File: config.mk
export PLATFORM = sky130hd
export DESIGN_NAME = seq_midi_event_parser_unit
export DESIGN_NICKNAME = d
export VERILOG_FILES = /design/src/design/smep_pkg.sv /design/src/design/smep_div.sv /design/src/design/smep_datapath.sv /design/src/design/smep_ctrl.sv /design/src/design/seq_midi_event_parser_unit.sv
export SDC_FILE = /design/constraint.sdc
export NUM_CORES = 2
export LEC_CHECK = 0
export BUFFER_PORTS_ARGS = -buffer_cell sky130_fd_sc_hd__buf_2
export CORE_MARGIN = 5
export CORE_UTILIZATION = 55
export CTS_CLUSTER_DIAMETER = 40
export DETAILED_ROUTE_END_ITERATION = 12
export GPL_TIMING_DRIVEN = 0
export PLACE_DENSITY_LB_ADDON = 0.3
export SLEW_MARGIN = 30
export SYNTH_ARGS = -nofsm -noshare
export SYNTH_HDL_FRONTEND = slang
export SYNTH_SLANG_ARGS = --single-unit
File: constraint.sdc
create_clock -name clk -period 42.6 [get_ports clk]
set_input_delay 8.52 -clock clk [delete_from_list [all_inputs] [get_ports clk]]
set_output_delay 8.52 -clock clk [all_outputs]
set_load 0.005 [all_outputs]
File: src/design/smep_pkg.sv
// Shared types and constants for the sequence event parser.
// No dependencies; used by the controller, datapath and top level.
`default_nettype none
package smep_pkg;

    typedef enum logic [2:0] {
        KIND_HEADER  = 3'd0,
        KIND_NOTE_ON = 3'd1,
        KIND_NOTE_OFF = 3'd2,
        KIND_PATCH   = 3'd3,
        KIND_BEND    = 3'd4,
        KIND_END     = 3'd5,
        KIND_ERROR   = 3'd6
    } kind_t;

    localparam int HEADER_BYTES = 15;
    localparam logic [7:0] META_STATUS = 8'hff;
    localparam logic [7:0] META_END    = 8'h2f;
    localparam logic [7:0] META_TEMPO  = 8'h51;

    typedef struct packed {
        logic [7:0] data_byte;
        logic       first_byte;
    } in_item_t;

    typedef struct packed {
        logic [2:0]         kind;
        logic [7:0]         seq_id;
        logic [31:0]        tick;
        logic [3:0]         channel;
        logic [7:0]         note;
        logic [7:0]         velocity;
        logic [7:0]         patch;
        logic signed [11:0] bend;
        logic [23:0]        tempo;
        logic [15:0]        ticks_per_beat;
        logic [7:0]         beats_per_bar;
    } out_item_t;

    // Commands from the controller to the datapath for one byte.
    typedef struct packed {
        logic start;      // bar rounding: begin the divide
        logic emit;       // result register is loaded
        logic [2:0] kind;
    } smep_cmd_t;

    typedef struct packed {
        logic busy;
        logic done;
    } smep_stat_t;

endpackage
`default_nettype wire

File: src/design/smep_div.sv
// Sequential unsigned divider used for end-of-track bar rounding.
// Depends on nothing but smep_pkg for style; restoring, one bit per cycle.
`default_nettype none
module smep_div
    import smep_pkg::*;
(
    input  wire logic        clk,
    input  wire logic        rst_n,
    input  wire logic        start,
    input  wire logic [32:0] dividend,
    input  wire logic [23:0] divisor,
    output logic             busy,
    output logic             done,
    output logic [32:0]      quotient
);
    logic [5:0]  cnt_reg;
    logic [32:0] q_reg;
    logic [24:0] rem_reg;
    logic [23:0] dv_reg;
    logic [24:0] trial;
    logic        busy_reg;
    logic        done_reg;

    assign trial = {rem_reg[23:0], q_reg[32]};

    always_ff @(posedge clk or negedge rst_n)
    begin
        if (!rst_n)
        begin
            busy_reg <= 1'b0;
            done_reg <= 1'b0;
            cnt_reg  <= '0;
        end
        else
        begin
            done_reg <= 1'b0;
            if (start)
            begin
                busy_reg <= 1'b1;
                cnt_reg  <= 6'd33;
            end
            else if (busy_reg)
            begin
                cnt_reg <= cnt_reg - 6'd1;
                if (cnt_reg == 6'd1)
                begin
                    busy_reg <= 1'b0;
                    done_reg <= 1'b1;
                end
            end
        end
    end

    always_ff @(posedge clk)
    begin
        if (start)
        begin
            q_reg   <= dividend;
            rem_reg <= '0;
            dv_reg  <= divisor;
        end
        else if (busy_reg)
        begin
            if (trial >= {1'b0, dv_reg})
            begin
                rem_reg <= trial - {1'b0, dv_reg};
                q_reg   <= {q_reg[31:0], 1'b1};
            end
            else
            begin
                rem_reg <= trial;
                q_reg   <= {q_reg[31:0], 1'b0};
            end
        end
    end

    assign busy = busy_reg;
    assign done = done_reg;
    assign quotient = q_reg;
endmodule
`default_nettype wire

File: src/design/smep_datapath.sv
// Datapath of the sequence event parser: header fields, tick, result register.
// Depends on smep_pkg and smep_div.
`default_nettype none
module smep_datapath
    import smep_pkg::*;
(
    input  wire logic        clk,
    input  wire logic        rst_n,
    input  wire smep_cmd_t   cmd,
    input  wire logic [31:0] tick,
    input  wire logic [3:0]  channel,
    input  wire logic [7:0]  note,
    input  wire logic [7:0]  velocity,
    input  wire logic [7:0]  patch,
    input  wire logic [15:0] bend_raw,
    input  wire logic [23:0] tempo,
    input  wire logic [15:0] tpb,
    input  wire logic [7:0]  beats,
    input  wire logic [7:0]  seq_id,
    output smep_stat_t       stat,
    output out_item_t        result
);
    logic [23:0] bar_reg;
    logic [31:0] div_tick_reg;
    logic        busy;
    logic        done;
    logic [32:0] quo;
    logic [56:0] prod;
    logic signed [16:0] braw;
    logic signed [27:0] bmul;
    logic signed [27:0] bq;
    logic        pending_reg;

    // Bend: (raw*508 - 508*16383)/16383. The numerator takes either sign, so the
    // magnitude is divided and the sign put back, which truncates toward zero.
    assign braw = {bend_raw[15], bend_raw};
    assign bmul = 28'(braw) * 28'sd508 - 28'sd8322564;
    // Quotient of a non-negative value below 2^25 by 16383 via reciprocal.
    always_comb
    begin
        logic        neg;
        logic [27:0] n;
        logic [45:0] m;
        logic [27:0] qq;
        neg = bmul[27];
        n   = neg ? 28'(-bmul) : bmul;
        m   = 46'(n) * 46'd262160;
        qq  = 28'(m >> 32);
        if (n >= 28'(qq * 28'd16383 + 28'd16383))
            qq = qq + 28'd1;
        bq = neg ? -$signed(qq) : $signed(qq);
    end

    assign prod = 57'(quo) * 57'(bar_reg);

    smep_div u_div (
        .clk      (clk),
        .rst_n    (rst_n),
        .start    (cmd.start),
        .dividend (33'(tick) + 33'(tpb * beats) - 33'd1),
        .divisor  (24'(tpb * beats)),
        .busy     (busy),
        .done     (done),
        .quotient (quo)
    );

    always_ff @(posedge clk)
    begin
        if (cmd.start)
        begin
            bar_reg      <= 24'(tpb * beats);
            div_tick_reg <= tick;
        end
    end

    always_ff @(posedge clk or negedge rst_n)
    begin
        if (!rst_n)
            pending_reg <= 1'b0;
        else if (cmd.start)
            pending_reg <= 1'b1;
        else if (done)
            pending_reg <= 1'b0;
    end

    always_ff @(posedge clk)
    begin
        if (cmd.emit)
        begin
            result          <= '0;
            result.kind     <= cmd.kind;
            result.seq_id   <= seq_id;
            result.tick     <= tick;
            result.channel  <= channel;
            result.note     <= note;
            result.velocity <= velocity;
            result.patch    <= patch;
            if (cmd.kind == KIND_BEND)
                result.bend <= bq[11:0];
            if (cmd.kind == KIND_HEADER)
            begin
                result.tempo          <= tempo;
                result.ticks_per_beat <= tpb;
                result.beats_per_bar  <= beats;
            end
        end
        else if (done && pending_reg)
        begin
            result        <= '0;
            result.kind   <= KIND_END;
            result.seq_id <= seq_id;
            result.tick   <= (bar_reg == '0) ? div_tick_reg : prod[31:0];
        end
    end

    assign stat.busy = busy | cmd.start;
    assign stat.done = done & pending_reg;
endmodule
`default_nettype wire

File: src/design/smep_ctrl.sv
// Controller of the sequence event parser: parse phases and per-byte state.
// Depends on smep_pkg.
`default_nettype none
module smep_ctrl
    import smep_pkg::*;
#(
    parameter int VARLEN_MAX_BYTES = 4
)
(
    input  wire logic        clk,
    input  wire logic        rst_n,
    input  wire logic        in_fire,
    input  wire in_item_t    item,
    input  wire smep_stat_t  stat,
    output smep_cmd_t        cmd,
    output logic [31:0]      tick,
    output logic [3:0]       channel,
    output logic [7:0]       note,
    output logic [7:0]       velocity,
    output logic [7:0]       patch,
    output logic [15:0]      bend_raw,
    output logic [23:0]      tempo,
    output logic [15:0]      tpb,
    output logic [7:0]       beats
);
    typedef enum logic [3:0] {
        PH_IDLE, PH_HDR, PH_DELTA, PH_STATUS, PH_META_CMD, PH_META_LEN,
        PH_SKIP, PH_NOTE1, PH_NOTE2, PH_PROG, PH_BEND1, PH_BEND2, PH_SYSLEN,
        PH_HALT
    } phase_t;

    phase_t      phase_reg, phase_next;
    logic [3:0]  cnt_reg, cnt_next;
    logic [7:0]  run_reg, run_next;
    logic [7:0]  cur_reg, cur_next;
    logic [31:0] tick_reg, tick_next;
    logic [31:0] acc_reg, acc_next;
    logic [7:0]  fd_reg, fd_next;
    logic [31:0] skip_reg, skip_next;
    logic [23:0] tempo_reg, tempo_next;
    logic [15:0] tpb_reg, tpb_next;
    logic [7:0]  beats_reg, beats_next;
    smep_cmd_t   cmd_next;

    always_comb
    begin
        phase_t     ph;
        logic [7:0] b;
        logic [7:0] st;
        logic [31:0] acc;
        logic [3:0]  cn;
        logic       fin;
        phase_next = phase_reg;
        cnt_next   = cnt_reg;
        run_next   = run_reg;
        cur_next   = cur_reg;
        tick_next  = tick_reg;
        acc_next   = acc_reg;
        fd_next    = fd_reg;
        skip_next  = skip_reg;
        tempo_next = tempo_reg;
        tpb_next   = tpb_reg;
        beats_next = beats_reg;
        cmd_next   = '0;
        b  = item.data_byte;
        ph = phase_reg;
        st = 8'h00;
        acc = {acc_reg[24:0], b[6:0]};
        cn  = cnt_reg + 4'd1;
        fin = !b[7] || (cn >= 4'(VARLEN_MAX_BYTES));
        if (in_fire)
        begin
            if (item.first_byte)
            begin
                ph = PH_HDR;
                cnt_next = '0; run_next = '0; cur_next = '0; tick_next = '0;
                acc_next = '0; fd_next = '0; skip_next = '0;
                tempo_next = '0; tpb_next = '0; beats_next = '0;
                cn = 4'd1;
                acc = {25'd0, b[6:0]};
            end
            // A data byte in status position dispatches on running status.
            if (ph == PH_STATUS)
            begin
                if (b[7])
                begin
                    st = b;
                    run_next = b;
                end
                else
                    st = run_reg;
                if (!b[7] && run_reg == 8'h00)
                begin
                    ph = PH_HALT;
                    cmd_next.emit = 1'b1;
                    cmd_next.kind = KIND_ERROR;
                end
                else
                begin
                    cur_next = st;
                    if (st == META_STATUS)
                        ph = PH_META_CMD;
                    else
                    begin
                        unique case (st[7:4])
                            4'h8, 4'h9: ph = PH_NOTE1;
                            4'hc: ph = PH_PROG;
                            4'he: ph = PH_BEND1;
                            4'ha, 4'hb: begin ph = PH_SKIP; skip_next = 32'd2; end
                            4'hd: begin ph = PH_SKIP; skip_next = 32'd1; end
                            default: begin ph = PH_SYSLEN; cnt_next = '0; acc_next = '0; end
                        endcase
                    end
                end
                phase_next = ph;
                if (!b[7] && run_reg != 8'h00)
                begin
                    // Re-consume this byte in the dispatched phase.
                    unique case (ph)
                        PH_META_CMD: begin fd_next = b; phase_next = PH_META_LEN; end
                        PH_NOTE1:    begin fd_next = b; phase_next = PH_NOTE2; end
                        PH_BEND1:    begin fd_next = b; phase_next = PH_BEND2; end
                        PH_PROG:
                        begin
                            cmd_next.emit = 1'b1; cmd_next.kind = KIND_PATCH;
                            phase_next = PH_DELTA; cnt_next = '0; acc_next = '0;
                        end
                        PH_SKIP:
                        begin
                            skip_next = skip_next - 32'd1;
                            if (skip_next == 32'd0)
                            begin
                                phase_next = PH_DELTA; cnt_next = '0; acc_next = '0;
                            end
                        end
                        PH_SYSLEN:
                        begin
                            acc = {25'd0, b[6:0]};
                            cn = 4'd1;
                            fin = 1'b1;
                            acc_next = acc; cnt_next = cn;
                            skip_next = acc;
                            if (acc == '0)
                            begin
                                phase_next = PH_DELTA; cnt_next = '0; acc_next = '0;
                            end
                            else
                                phase_next = PH_SKIP;
                        end
                        default: phase_next = ph;
                    endcase
                end
            end
            else
            begin
                unique case (ph)
                    PH_HDR:
                    begin
                        cn = (item.first_byte ? 4'd0 : cnt_reg);
                        if (cn == 4'd8) tpb_next = {b, 8'h00};
                        else if (cn == 4'd9) tpb_next = {tpb_next[15:8], b};
                        else if (cn >= 4'd10 && cn <= 4'd12)
                            tempo_next = {tempo_next[15:0], b};
                        else if (cn == 4'd14) beats_next = b;
                        cnt_next = cn + 4'd1;
                        phase_next = PH_HDR;
                        if (cn + 4'd1 >= 4'(HEADER_BYTES))
                        begin
                            phase_next = PH_DELTA; cnt_next = '0; acc_next = '0;
                            cmd_next.emit = 1'b1; cmd_next.kind = KIND_HEADER;
                        end
                    end
                    PH_DELTA:
                    begin
                        acc_next = acc; cnt_next = cn;
                        if (fin)
                        begin
                            tick_next = tick_reg + acc;
                            phase_next = PH_STATUS;
                        end
                    end
                    PH_META_CMD: begin fd_next = b; phase_next = PH_META_LEN; end
                    PH_META_LEN:
                    begin
                        if (fd_reg == META_END)
                        begin
                            phase_next = PH_HALT;
                            cmd_next.start = 1'b1;
                        end
                        else
                        begin
                            skip_next = (fd_reg == META_TEMPO) ? 32'd3 : {24'd0, b};
                            if (fd_reg != META_TEMPO && b == 8'h00)
                            begin
                                phase_next = PH_DELTA; cnt_next = '0; acc_next = '0;
                            end
                            else
                                phase_next = PH_SKIP;
                        end
                    end
                    PH_SKIP:
                    begin
                        if (skip_reg <= 32'd1)
                        begin
                            skip_next = '0;
                            phase_next = PH_DELTA; cnt_next = '0; acc_next = '0;
                        end
                        else
                            skip_next = skip_reg - 32'd1;
                    end
                    PH_NOTE1: begin fd_next = b; phase_next = PH_NOTE2; end
                    PH_NOTE2:
                    begin
                        cmd_next.emit = 1'b1;
                        cmd_next.kind = (cur_reg[7:4] == 4'h9 && b != 8'h00)
                            ? KIND_NOTE_ON : KIND_NOTE_OFF;
                        phase_next = PH_DELTA; cnt_next = '0; acc_next = '0;
                    end
                    PH_PROG:
                    begin
                        cmd_next.emit = 1'b1; cmd_next.kind = KIND_PATCH;
                        phase_next = PH_DELTA; cnt_next = '0; acc_next = '0;
                    end
                    PH_BEND1: begin fd_next = b; phase_next = PH_BEND2; end
                    PH_BEND2:
                    begin
                        cmd_next.emit = 1'b1; cmd_next.kind = KIND_BEND;
                        phase_next = PH_DELTA; cnt_next = '0; acc_next = '0;
                    end
                    PH_SYSLEN:
                    begin
                        acc_next = acc; cnt_next = cn;
                        if (fin)
                        begin
                            skip_next = acc;
                            if (acc == '0)
                            begin
                                phase_next = PH_DELTA; cnt_next = '0; acc_next = '0;
                            end
                            else
                                phase_next = PH_SKIP;
                        end
                    end
                    default: phase_next = ph;
                endcase
            end
        end
    end

    always_ff @(posedge clk or negedge rst_n)
    begin
        if (!rst_n)
        begin
            phase_reg <= PH_IDLE;
            cnt_reg   <= '0;
            run_reg   <= '0;
            cur_reg   <= '0;
            tick_reg  <= '0;
            acc_reg   <= '0;
            fd_reg    <= '0;
            skip_reg  <= '0;
            tempo_reg <= '0;
            tpb_reg   <= '0;
            beats_reg <= '0;
            cmd       <= '0;
            note      <= '0;
            velocity  <= '0;
            patch     <= '0;
            bend_raw  <= '0;
            channel   <= '0;
            tick      <= '0;
        end
        else
        begin
            phase_reg <= phase_next;
            cnt_reg   <= cnt_next;
            run_reg   <= run_next;
            cur_reg   <= cur_next;
            tick_reg  <= tick_next;
            acc_reg   <= acc_next;
            fd_reg    <= fd_next;
            skip_reg  <= skip_next;
            tempo_reg <= tempo_next;
            tpb_reg   <= tpb_next;
            beats_reg <= beats_next;
            cmd       <= cmd_next;
            // Result fields staged alongside the command.
            note      <= '0;
            velocity  <= '0;
            patch     <= '0;
            bend_raw  <= '0;
            channel   <= (cmd_next.kind == KIND_HEADER || cmd_next.kind == KIND_ERROR
                          || cmd_next.start) ? 4'h0 : cur_next[3:0];
            tick      <= (cmd_next.kind == KIND_HEADER && cmd_next.emit) ? 32'd0
                                                                          : tick_next;
            if (cmd_next.kind == KIND_NOTE_ON || cmd_next.kind == KIND_NOTE_OFF)
            begin
                note     <= fd_reg;
                velocity <= item.data_byte;
            end
            if (cmd_next.kind == KIND_PATCH)
                patch <= item.data_byte;
            if (cmd_next.kind == KIND_BEND)
                bend_raw <= {item.data_byte, fd_reg};
        end
    end

    assign tempo = tempo_reg;
    assign tpb   = tpb_reg;
    assign beats = beats_reg;

`ifndef SYNTHESIS
    a_one_cmd: assert property (@(posedge clk) disable iff (!rst_n)
        !(cmd.emit && cmd.start))
        else $error("emit and divide start together");
    a_halt_end: assert property (@(posedge clk) disable iff (!rst_n)
        cmd.start |-> phase_reg == PH_HALT)
        else $error("divide started outside end of track");
    a_idle_quiet: assert property (@(posedge clk) disable iff (!rst_n)
        (phase_reg == PH_IDLE && !(in_fire && item.first_byte)) |=> !cmd.emit)
        else $error("result while idle");
`endif
endmodule
`default_nettype wire

File: src/design/seq_midi_event_parser_unit.sv
// Sequence event parser: takes one stream byte per transfer and gives events.
// A byte is taken in any cycle in which no result is waiting or being formed;
// its command is registered in the controller and the result then in the datapath's
// result register, and input stays stalled until that result is taken. End
// of track runs a one-bit-per-cycle divider for the bar rounding, and its
// result is registered once the divider is done. Depends on smep_pkg, smep_ctrl,
// smep_datapath, smep_div.
`default_nettype none
module seq_midi_event_parser_unit
    import smep_pkg::*;
#(
    parameter int VARLEN_MAX_BYTES = 4
)
(
    input  wire logic       clk,
    input  wire logic       rst_n,
    input  wire logic       in_valid,
    output logic            in_ready,
    input  wire in_item_t   in_data,
    output logic            out_valid,
    input  wire logic       out_ready,
    output out_item_t       out_data,
    input  wire logic       cfg_valid,
    output logic            cfg_ready,
    input  wire logic [7:0] cfg_data
);
    logic [7:0]  stream_id_reg;
    logic        out_valid_reg;
    logic        in_fire;
    smep_cmd_t   cmd;
    smep_stat_t  stat;
    logic [31:0] tick;
    logic [3:0]  channel;
    logic [7:0]  note, velocity, patch, beats;
    logic [15:0] bend_raw, tpb;
    logic [23:0] tempo;
    logic        inflight;

    // A byte may be in the staging register; hold input until result slot clears.
    assign inflight = cmd.emit | cmd.start | stat.busy | stat.done;
    assign in_ready = !inflight && !out_valid_reg;
    assign in_fire  = in_valid && in_ready;
    assign cfg_ready = 1'b1;

    always_ff @(posedge clk or negedge rst_n)
    begin
        if (!rst_n)
        begin
            stream_id_reg <= '0;
            out_valid_reg <= 1'b0;
        end
        else
        begin
            if (cfg_valid)
                stream_id_reg <= cfg_data;
            if (cmd.emit || stat.done)
                out_valid_reg <= 1'b1;
            else if (out_ready)
                out_valid_reg <= 1'b0;
        end
    end

    smep_ctrl #(.VARLEN_MAX_BYTES(VARLEN_MAX_BYTES)) u_ctrl (
        .clk(clk), .rst_n(rst_n), .in_fire(in_fire), .item(in_data), .stat(stat),
        .cmd(cmd), .tick(tick), .channel(channel), .note(note), .velocity(velocity),
        .patch(patch), .bend_raw(bend_raw), .tempo(tempo), .tpb(tpb), .beats(beats)
    );

    smep_datapath u_dp (
        .clk(clk), .rst_n(rst_n), .cmd(cmd), .tick(tick), .channel(channel),
        .note(note), .velocity(velocity), .patch(patch), .bend_raw(bend_raw),
        .tempo(tempo), .tpb(tpb), .beats(beats), .seq_id(stream_id_reg),
        .stat(stat), .result(out_data)
    );

    assign out_valid = out_valid_reg;
endmodule
`default_nettype wire
==> parameters.txt <==
Parameter                              Value

Logic synthesis
  Top cells by area, synth ... fa_1 25%, dfrtp_1 11%, edfxtp_1 11%
  Async set-reset flop share out of synthesis ... 0.523
  Predominant post-synthesis flop cell ... dfrtp_1
  Synthesized area per cell ... 9.38 um^2
  Most common library cells after synthesis ... 1045 x inv_1, 739 x fa_1, 709 x nand2_1, 485 x ha_1, 350 x and2_1
  Multiplexer share of the synthesized area ... 0.0190
  Basic-gate share of the synthesized area counting and, or, nand and nor cells ... 0.149
  Synthesized instance count ... approximately 6300
  Count of flip-flops with a built-in enable after synthesis ... 220
  Largest family of logic cells by synthesized area ... adder cells
  Proportion of netlist area held by the largest area contributor ... 0.250
  Count of distinct cell types in the synthesized netlist ... ~110
  Adder and majority gate portion of the synthesized area ... 0.352
  Most common cell in the synthesized netlist ... inv_1
  Area fraction in compound gates after synthesis ... 0.120
  Xor/xnor share of the synthesized area ... 0.0418
  Count of state elements after synthesis ... about 510
  Part of the Yosys area used for sequential elements ... 0.233
  Yosys synthesis warning count ... 0
  Synth area leader ... fa_1
  Cell area after synthesis ... 0.0592 mm^2

Worst setup path
  Worst Setup End Kind ... flop
  Worst path required time ... 43.01 ns
  Critical Path Max Stage Delay ... about 0.67 ns
  RR Endpoint ... u_dp.result[56]$_SDFFCE_PN0P_
  Cell type of the slowest stage on the worst timing path ... nor4_2
  Crit Path Max Fanout ... 10
  Depth of the worst register-to-register path ... 73
  Launch instance of the worst register-to-register path ... u_ctrl.bend_raw[10]$_DFF_PN0_
  Critical path class ... flop to flop
  CP startpoint kind ... flop
  Setup slack of the worst register-to-register path ... between 20 and 25 ns
  Worst endpoint data arrival time ... roughly 22 ns

Die
  Core outline area ... 0.107 mm^2
  Row cnt ... 120
  Initial core utilization ... 0.553
  Die ar. ... around 0.11 mm^2
  IO Pins ... roughly 160
  Vertical extent of the die ... between 300 and 400 um
  Horizontal die dimension ... between 300 and 400 um

Hold path
  Hold path startpoint ... stream_id_reg[7]$_DFFE_PN0P_
  WHS Endpoint ... u_dp.result[127]$_DFFE_PP_
  WHS Path Cells ... 0
  Worst hold-check path type ... flop to flop

Final layout
  Area of combinational cells with multiple inputs ... ~0.041 mm^2
  Register Area ... 0.0138 mm^2
  Number of flip-flops under the largest register name ... about 130
  Layout cell share with drive strength beyond 1 ... 0.0690
  Synth-to-Final Area Change ... 10.1%
  Total Nets Final ... between 7000 and 8000
  Non-filler instance count after layout ... between 8000 and 9000
  Non-Filler Cell Area, Final ... 0.0652 mm^2
  Number of filler cells placed in the layout ... 8936
  Diodes inserted ... 0

Routing
  Number of detailed-routing iterations run before antenna repair ... 8
  Number of antenna-violating nets in the routed design ... 0
  Average wire per standard cell ... ~21 um
  1st-iter DRT viols ... ~4500
  DRC violation count after routing ... 0
  Post-Route WL ... between 150000 and 200000 um
  Routed vias/inst ... between 5 and 6
  Via total after detailed routing ... 47100

Clock tree
  TritonCTS buffer count ... 86
  Clock transition time at the flip-flop clock pins of the worst setup and hold paths ... 0.06 ns
  Clock latency on the worst-skew pair ... between 0.6 and 0.7 ns
  Number of buffers inserted for hold repair after clock tree synthesis ... 0
  Post-CTS setup-driven buffer insertion count ... 0
  Number of gates given a new drive strength after cts ... 0
  Root Buffer Master ... clkbuf_16
  Clock tree from TritonCTS ... done
  TritonCTS sink count ... around 500
  Number of levels the H-tree was split into ... 3
  Maximum clock insertion buffer count ... 3

Global routing
  Pin count of the biggest net entering global routing ... just under 90
  Overall Global Routing Usage ... 0.299
  Number of global-route vias before repair ... between 40000 and 50000
  Residual overflow from global routing ... 0
  Initial antenna violation count ... 5
  First-pass GRT wire length ... 271000 um

STA
  Min cycle time layout ... 21.68 ns
  Period utilisation layout ... 0.509
  Max-slew headroom ... 0.260
  Transition at the pin with the smallest max-transition slack ... around 1.1 ns
  Unrepaired setup endpoints after global routing ... false
  Pins Over Slew Limit ... 0
  Setup Viol. Count Final ... 0
  Clk_skew ... 0.0561 ns
  Hold Fails Final Rpt ... 0
  Maximum clock rate ... about 0.046 GHz
  Setup TNS ... 0 ns

Place
  HPWL after detailed placement ... roughly 140000 um
  Routability congestion estimate from global placement ... ~1
  Placed standard-cell area ... 0.0620 mm^2
  Number of buffers inserted by port buffering ... 152
  Dpl cells ... approximately 7900

Outcome
  Run status ... finished clean

Job
  Maxcap violations ... 0
-- stage by stage --
step	utilization	setup WS, ns	hold WS (ns)
finish	0.609	20.92	0.441
global route	0.609	19.51	0.460
global placement	0.577	21.05	0.425
detailed placement	0.579	21.06	0.432
CTS	0.609	21.00	0.445
floorplan	-	24.73	0.421
-- logic make-up (layout without fill, tap and decap cells) --
group	after synthesis	after routing
AND/OR/NAND/NOR	1805	1805
AO/OA/AOI/OAI	1062	1062
multiplexers	105	105
adder cells (fa/ha/maj)	1225	1225
XOR/XNOR	279	279
other	2	9
buffers and inverters	1322	1644
flip-flops	512	512
-- layer usage --
| layer | track usage | wire length [um] | vias up | part of all wire |
|---|---|---|---|---|
| li1 | - | - | 21200 | - |
| met1 | 0.403 | 71200 | 23200 | 0.41 |
| met2 | 0.468 | 77200 | 2141 | 0.45 |
| met3 | 0.0721 | 16000 | 473 | 0.093 |
| met4 | 0.123 | 8310 | 4 | 0.048 |
| met5 | 0 | 32 | - | 0.00019 |
-- area by class of cell --
type	instances	area share
Multi-Input combinational cell	4485	0.621
Clock buffer	97	0.0346
Buffer	271	0.0159
Inverter	1051	0.0605
Timing Repair Buffer	160	0.0147
Tap cell	1403	0.0269
Sequential cell	512	0.212
Clock inverter	65	0.0145
-- cells in the final DEF, fill, tap and decap left out, drive strengths merged, types with 21 or more instances in the layout --
master / count
inv: 1067
fa: 739
nand2: 709
ha: 485
and2: 351
clkbuf: 346
o21ai: 290
dfrtp: 268
nor2: 245
a21oi: 222
edfxtp: 220
xnor2: 186
buf: 182
xor2: 93
nor3: 91
nand3: 88
a21o: 81
nor2b: 80
mux2: 54
a211oi: 53
a22oi: 52
mux2i: 51
a22o: 51
nor4: 40
and3: 38
o21a: 34
or3: 31
nand2b: 31
clkinv: 30
o21bai: 29
a31oi: 28
dfxtp: 24
o31ai: 23
o211ai: 22
or2: 21
-- worst max-delay path, delay by kind of cell (launching register included) --
family                   cells  cell delay (ns)
AO/OA/AOI/OAI               21             5.73
XOR/XNOR                     4             1.16
adder cells (fa/ha/maj)     19             7.58
buffers and inverters       14             2.82
flip-flops                   1             0.49
multiplexers                 2             0.52
AND/OR/NAND/NOR             13             3.09
-- how the worst max path moves through the flow --
stage                             startpoint                       endpoint  slack (ns)  cells after the start
6_report       u_ctrl.bend_raw[10]$_DFF_PN0_  u_dp.result[56]$_SDFFCE_PN0P_       20.92                     73
5_1_grt        u_ctrl.bend_raw[10]$_DFF_PN0_  u_dp.result[56]$_SDFFCE_PN0P_       19.51                     73
4_1_cts        u_ctrl.bend_raw[15]$_DFF_PN0_  u_dp.result[56]$_SDFFCE_PN0P_       21.00                     70
3_5_place_dp   u_ctrl.bend_raw[15]$_DFF_PN0_  u_dp.result[56]$_SDFFCE_PN0P_       21.06                     70
3_3_place_gp   u_ctrl.bend_raw[15]$_DFF_PN0_  u_dp.result[56]$_SDFFCE_PN0P_       21.05                     70
2_1_floorplan  u_ctrl.bend_raw[15]$_DFF_PN0_  u_dp.result[56]$_SDFFCE_PN0P_       24.73                     72
Power is not shown: default switching activity piles up to over one toggle a cycle in this logic, so the estimate is an artifact.
